## src/hdl/drr_pkg.sv

```systemverilog
// Shared types, constants and power-of-ten table for the decimal rescaler.
`default_nettype none
package drr_pkg;

  typedef struct packed {
    logic signed [63:0] significand;
    logic signed [31:0] scale;
    logic signed [31:0] target_scale;
    logic [2:0]         rounding_mode;
  } drr_in_t;

  typedef struct packed {
    logic signed [63:0] result_significand;
    logic signed [31:0] result_scale;
    logic [1:0]         status;
  } drr_out_t;

  localparam logic [2:0] RM_UP          = 3'd0;
  localparam logic [2:0] RM_DOWN        = 3'd1;
  localparam logic [2:0] RM_CEILING     = 3'd2;
  localparam logic [2:0] RM_FLOOR       = 3'd3;
  localparam logic [2:0] RM_HALF_UP     = 3'd4;
  localparam logic [2:0] RM_HALF_DOWN   = 3'd5;
  localparam logic [2:0] RM_HALF_EVEN   = 3'd6;
  localparam logic [2:0] RM_UNNECESSARY = 3'd7;

  localparam logic [1:0] ST_OK        = 2'd0;
  localparam logic [1:0] ST_SATURATED = 2'd1;
  localparam logic [1:0] ST_INEXACT   = 2'd2;
  localparam logic [1:0] ST_RANGE     = 2'd3;

  typedef enum logic [2:0] {
    OP_PASS = 3'b001,
    OP_MUL  = 3'b010,
    OP_DIV  = 3'b100
  } drr_op_t;

  function automatic logic [63:0] pow10(input logic [4:0] n);
    logic [63:0] p;
    begin
      case (n)
        5'd0:  p = 64'd1;
        5'd1:  p = 64'd10;
        5'd2:  p = 64'd100;
        5'd3:  p = 64'd1000;
        5'd4:  p = 64'd10000;
        5'd5:  p = 64'd100000;
        5'd6:  p = 64'd1000000;
        5'd7:  p = 64'd10000000;
        5'd8:  p = 64'd100000000;
        5'd9:  p = 64'd1000000000;
        5'd10: p = 64'd10000000000;
        5'd11: p = 64'd100000000000;
        5'd12: p = 64'd1000000000000;
        5'd13: p = 64'd10000000000000;
        5'd14: p = 64'd100000000000000;
        5'd15: p = 64'd1000000000000000;
        5'd16: p = 64'd10000000000000000;
        5'd17: p = 64'd100000000000000000;
        5'd18: p = 64'd1000000000000000000;
        default: p = 64'd1;
      endcase
      return p;
    end
  endfunction

  // Bookkeeping that travels alongside the arithmetic.
  typedef struct packed {
    drr_op_t            op;
    logic               neg;
    logic [4:0]         step;
    logic [2:0]         mode;
    logic signed [63:0] sig;
    logic signed [31:0] scale;
    logic signed [31:0] target_scale;
  } drr_ctl_t;

endpackage
`default_nettype wire

```

## src/hdl/drr_round.sv

```systemverilog
// Final stage: applies rounding, saturation and sign, and forms the result transaction.
`default_nettype none
module drr_round (
  input  wire drr_pkg::drr_ctl_t ctl,
  input  wire logic [63:0]       mag,
  input  wire logic              sticky,
  input  wire logic [3:0]        last,
  input  wire logic              ovf,
  output drr_pkg::drr_out_t      res
);
  import drr_pkg::*;

  logic        nz, away, tie_gt, tie_eq, sat;
  logic [63:0] q, lim;

  always_comb begin
    // last is the most significant discarded digit, sticky the rest.
    nz     = (last != 4'd0) || sticky;
    tie_gt = (last > 4'd5) || (last == 4'd5 && sticky);
    tie_eq = (last == 4'd5) && !sticky;
    away   = 1'b0;
    q      = mag;
    res.result_scale       = ctl.target_scale;
    res.status             = ST_OK;
    res.result_significand = ctl.sig;
    lim = ctl.neg ? 64'h8000000000000000 : 64'h7FFFFFFFFFFFFFFF;
    sat = ovf || (mag > lim);
    case (ctl.mode)
      RM_UP:        away = nz;
      RM_DOWN:      away = 1'b0;
      RM_CEILING:   away = nz && !ctl.neg;
      RM_FLOOR:     away = nz && ctl.neg;
      RM_HALF_UP:   away = tie_gt || tie_eq;
      RM_HALF_DOWN: away = tie_gt;
      RM_HALF_EVEN: away = tie_gt || (tie_eq && mag[0]);
      default:      away = 1'b0;
    endcase
    case (ctl.op)
      OP_MUL: begin
        if (sat) begin
          res.result_significand = lim;
          res.status             = ST_SATURATED;
        end else begin
          res.result_significand = ctl.neg ? 64'd0 - mag : mag;
        end
      end
      OP_DIV: begin
        if (ctl.mode == RM_UNNECESSARY && nz) begin
          q          = 64'd0;
          res.status = ST_INEXACT;
        end else begin
          q = mag + {63'd0, away};
        end
        res.result_significand = ctl.neg ? 64'd0 - q : q;
      end
      default: begin
        if (ctl.step != 5'd0) begin
          res.result_scale = ctl.scale;
          res.status       = ST_RANGE;
        end
      end
    endcase
  end
endmodule
`default_nettype wire

```

## config.mk

```make
export PLATFORM = sky130hd
export DESIGN_NAME = drr_round
export DESIGN_NICKNAME = d
export VERILOG_FILES = /design/src/hdl/drr_pkg.sv /design/src/hdl/drr_round.sv
export SDC_FILE = /design/constraint.sdc
export NUM_CORES = 1
export LEC_CHECK = 0
export BUFFER_PORTS_ARGS = -buffer_cell sky130_fd_sc_hd__clkbuf_2
export CORE_ASPECT_RATIO = 1.1
export CORE_MARGIN = 2
export CORE_UTILIZATION = 54
export DETAILED_ROUTE_END_ITERATION = 8
export PLACE_DENSITY = 0.85
export SYNTH_ARGS = -nofsm -noshare
export SYNTH_HDL_FRONTEND = slang
export SYNTH_SLANG_ARGS = --single-unit
```

## constraint.sdc

```tcl
create_clock -name vclk -period 12.7
set_clock_uncertainty 0.15 [all_clocks]
set_input_delay 1.27 -clock vclk [all_inputs]
set_output_delay 1.27 -clock vclk [all_outputs]
set_load 0.01 [all_outputs]
```

Yosys cells after proc, flatten, opt, wreduce, memory -nomap -nowiden:

Index checks and enable logic that the tools add are counted.

* flip-flop bits (word level): 0

* $lt $le $gt $ge: 2
* add/sub/neg operators: 3
* reductions and logical operators: 17
* mux-type cells: 13
* equal/unequal tests: 9

Operator list (number)
* 64-bit 2-to-1 mux: 6
* 64-bit case mux with 2 select lines: 1
* 1-bit by 64-bit subtractor with 64-bit output (first input constant): 2
* 64-bit by 1-bit adder with 64-bit output: 1
* 64-bit greater-than comparator: 1
* 34-bit 2-to-1 mux: 1
* 32-bit 2-to-1 mux: 1
* 3-bit == test (second input constant): 5
* 3-bit by 2-bit == test with 1-bit output (second input constant): 3
* 1-bit logical AND: 6
* 1-bit case mux with 6 select lines: 1
* 1-bit logical OR: 5
* 5-bit nonzero test: 1
* 4-bit by 3-bit == test with 1-bit output (second input constant): 1
* 4-bit by 3-bit greater-than comparator with 1-bit output (second input constant): 1
* 2-bit case mux with 2 select lines: 1
* 4-bit nonzero test: 1
* 3-bit logical NOT: 1
* 1-bit logical NOT: 2
* 2-bit 2-to-1 mux: 1
* 2-bit OR reduction: 1
* 1-bit 2-to-1 mux: 1

Longest topological paths before layout:

* depth in word-level cells: 11
* mapped depth: 24
* mapped depth without buffers: 20

Least setup slack after synthesis:

No wires, ideal clock.

* path kind: input port to output port
* from: input port ctl[136] in the netlist's numbering
* to: output port res[92] in the netlist's numbering
* path buffers: 5
* required time: 11280 ps
* arrival: 6314 ps
* path slack: 4966 ps
* stages: 22
* path through: clkbuf_1 clkbuf_1 clkbuf_1 nand2_1 xnor2_1 nor2_1 a21oi_1 a21oi_1 ha_1 ha_1 clkbuf_2 nand4_4 or4_1 or4_1 buf_2 xor2_1 a31oi_1 nor4_4 nand4_2 a2111oi_0 mux2_2 o211ai_1

RTL lines
* from (decl): RTL line drr_round.sv:4 `input wire drr_pkg::drr_ctl_t ctl,`
* to (decl): RTL line drr_round.sv:9 `output drr_pkg::drr_out_t res`

==> impl_metrics.py <==
metrics = {
    "logic_synthesis": {
        "synth_top_area_cell": "ha_1",
        "syn_area_mm2": 0.009163,
        "yosysTopAreaCellShare": 0.09286,
        "yosysWarnings": 0,
        "syn_nets": 1754,
        "seq_area_frac_synth": 0,
        "synth.distinct_cells": 78,
        "yosys-top-cells-area": "ha_1 (9.3%), o21ai_0 (8.4%), nand2_1 (6.2%)",
        "postSynthAreaPerCell_um2": 6.208,
        "synthCells": 1476,
    },
    "route": {
        "via_count": 12990,
        "drc_errors": 0,
        "drtIter0Drc": 1667,
        "wl_mm": 38.49,
        "wl_per_cell_um": 20.70,
        "wl_met1_mm": 15.32,
        "drt_pass1_iterations": 6,
        "dr.max_layer_used": "met4",
        "ant_nets": 0,
        "met2_length_mm": 16.92,
        "vias_per_cell": 6.989,
        "wl_met3_mm": 4.382,
    },
    "floorplanning": {
        "row_count": 49,
        "core-area_mm2": 0.01649,
        "dieArea_mm2": 0.01803,
        "die_y_um": 140.6,
        "die_w_um": 128.2,
        "initial_core_util": 0.5556,
        "ioPinCount": 308,
    },
    "worst_setup_path": {
        "crit_type": "in -> out",
        "crit_family": "simple AND/OR/NAND/NOR gates",
        "cp-startpoint": "ctl[136]",
        "path_cells": "buf_4 > nand2_1 > xnor2_1 > nor2_1 > a21oi_1 > a21oi_1 > ha_1 > ha_1 > nand4_4 > or4_1 > or4_1 > xor2_1 > a31oi_1 > nor4_4 > nand4_2 > a2111oi_0 > mux2_2 > o211ai_1 > clkbuf_2",
        "endpoint_kind": "output pin",
        "cp_num_cells": 19,
        "endpoint": "res[92]",
        "critPathLaunchType": "input port",
        "crit_slowest_cell": "or4_1",
        "crit_fanout": 46,
        "critical-path-max-stage-delay_ns": 0.78,
        "critical_path_required_ns": 11.28,
        "cp_num_buf_inv": 2,
        "worstPathArrival_ns": 7.34,
    },
    "sta": {
        "max_freq_ghz": 0.1142,
        "max_slew_margin": 0.2228,
        "fin_tns_setup_ns": 0,
        "tightest_slew_ns": 1.151,
        "period_share": 0.6896,
        "fin_crit_ns": 8.758,
        "hold_violations": 0,
        "rsz0062_at_grt": "false",
        "whs_ns": 2.678,
        "final_max_slew_viol_count": 0,
        "setup_violations": 0,
    },
    "finish": {
        "clkbuf_count": 0,
        "stdcell_count": 1859,
        "drive_above_1_share": 0.2381,
        "syn2layout_area_growth_pct": 15.02,
        "diodes": 0,
        "fin_nets": 1935,
        "multi_input_area_mm2": 0.008567,
        "n_fill_cell": 1587,
        "nFlopsAndLatches": 0,
        "regArea_um2": 0,
    },
    "pwr": {
        "power_density_mw_per_mm2": 34.56,
        "power_frac_comb": 1.000,
        "power.static_leakage_nw": 4.191,
        "power.switching_w": 0.0002260,
        "ir_worst_vdd_mv": 0.03188,
        "total_power_w": 0.0003642,
        "internal_power_w": 0.0001382,
        "power.share.switching": 0.6206,
        "clkPwrFrac": 0,
        "pwr-share-seq": 0,
    },
    "min_path": {
        "holdCritStartpoint": "ctl[87]",
        "hp-class": "in -> out",
    },
    "clocking": {
        "ctsResizeCount": 0,
        "post_cts_buffers": 0,
        "cts_hold_buf": 0,
    },
    "place": {
        "dp_cells": 1859,
        "port_buffers": 308,
        "dp_hpwl_mm": 29.29,
        "gp_congestion": 1.044,
    },
    "global_route": {
        "grt_usage": 0.4004,
        "grt_pass1_vias": 11710,
        "grt_start_max_net_pins": 82,
        "gr-total-overflow": 0,
        "antenna_found_initial": 0,
        "grt_pass1_wl_mm": 59.94,
    },
    "job": {
        "drv_cap": 0,
    },
    "run_status": {
        "status": "finished clean",
    },
}
layer usage:
layer  track usage  vias up
met5             0        -
met3       0.05579      166
met4        0.1735        0
li1              -     5975
met2        0.6361      919
met1        0.5386     5933
tightest hold or removal path: stages:
cell and delay [ns]:
clkbuf_2 0.07, nand2_1 0.04, nand3_1 0.05, clkbuf_2 0.12
placed cells by master, fill, tap and decap left out, drive strengths merged, types with 13 or more instances in the layout:
cell type and n:
clkbuf 307, o21ai 159, nand2 152, nor2 146, a21oi 80, ha 68, nand3 64, nor3 55
nand4 52, xnor2 45, nor4 41, mux2 37, mux2i 32, a22oi 30, a221oi 28, xor2 26
and2 26, or3 22, a31oi 21, inv 20, o211ai 19, o31ai 17, or4 15, buf 14
nand2b 13, and3 13
how the worst min path moves through the flow:
stage,endpoint,cells after the start,slack [ns]
CTS,res[57],4,2.68
global placement,res[57],4,2.68
global route,res[57],4,2.71
floorplan,res[97],2,2.51
detailed placement,res[57],4,2.68
finish,res[57],4,2.68
synthesized netlist by cell type, drive strengths merged (12+ instances only):
cell,count
o21ai,159
xnor2,45
ha,68
nand3,64
a31oi,21
or3,22
and3,13
mux2i,32
nor3,55
nand2,152
a21oi,80
o31ai,17
or4,15
nand2b,13
o211ai,19
a22oi,30
nor2b,12
xor2,26
o41ai,12
a221oi,28
inv,20
mux2,37
buf,25
nor4,41
and2,26
clkbuf,117
nor2,146
nand4,52
kinds of logic (layout without fill, tap and decap cells):
group                    Yosys count  after routing  share of synthesized area
XOR/XNOR                          71             71                    0.06787
multiplexers                      69             69                    0.08043
buffers and inverters            162            341                    0.06923
adder cells (fa/ha/maj)           68             68                    0.09286
AO/OA/AOI/OAI                    457            457                     0.3258
AND/OR/NAND/NOR                  649            649                     0.3638
power by group through the flow:
stage               Clock, W  Sequential, W  Combinational (W)
finish                     0              0           0.000364
global route               0              0           0.000395
CTS                        0              0           0.000355
detailed placement         0              0           0.000353
global placement           0              0           0.000345
floorplan                  0              0           0.000226
through the flow:
step | instance area [um2] | setup slack [ns] | util
finish | 10540 | 3.942 | 0.6390
global route | 10540 | 3.584 | 0.6390
CTS | 10540 | 4.062 | 0.6390
detailed placement | 10540 | 4.081 | 0.6390
global placement | 10540 | 4.290 | 0.6390
floorplan | 9163 | 4.966 | -
layout make-up:
cell class                      count  area share
Inverter                           20    0.007123
Multi-Input combinational cell   1314      0.8129
Tap cell                          204     0.02422
Timing Repair Buffer              321      0.1558
Power figures use the tool's default switching activity.
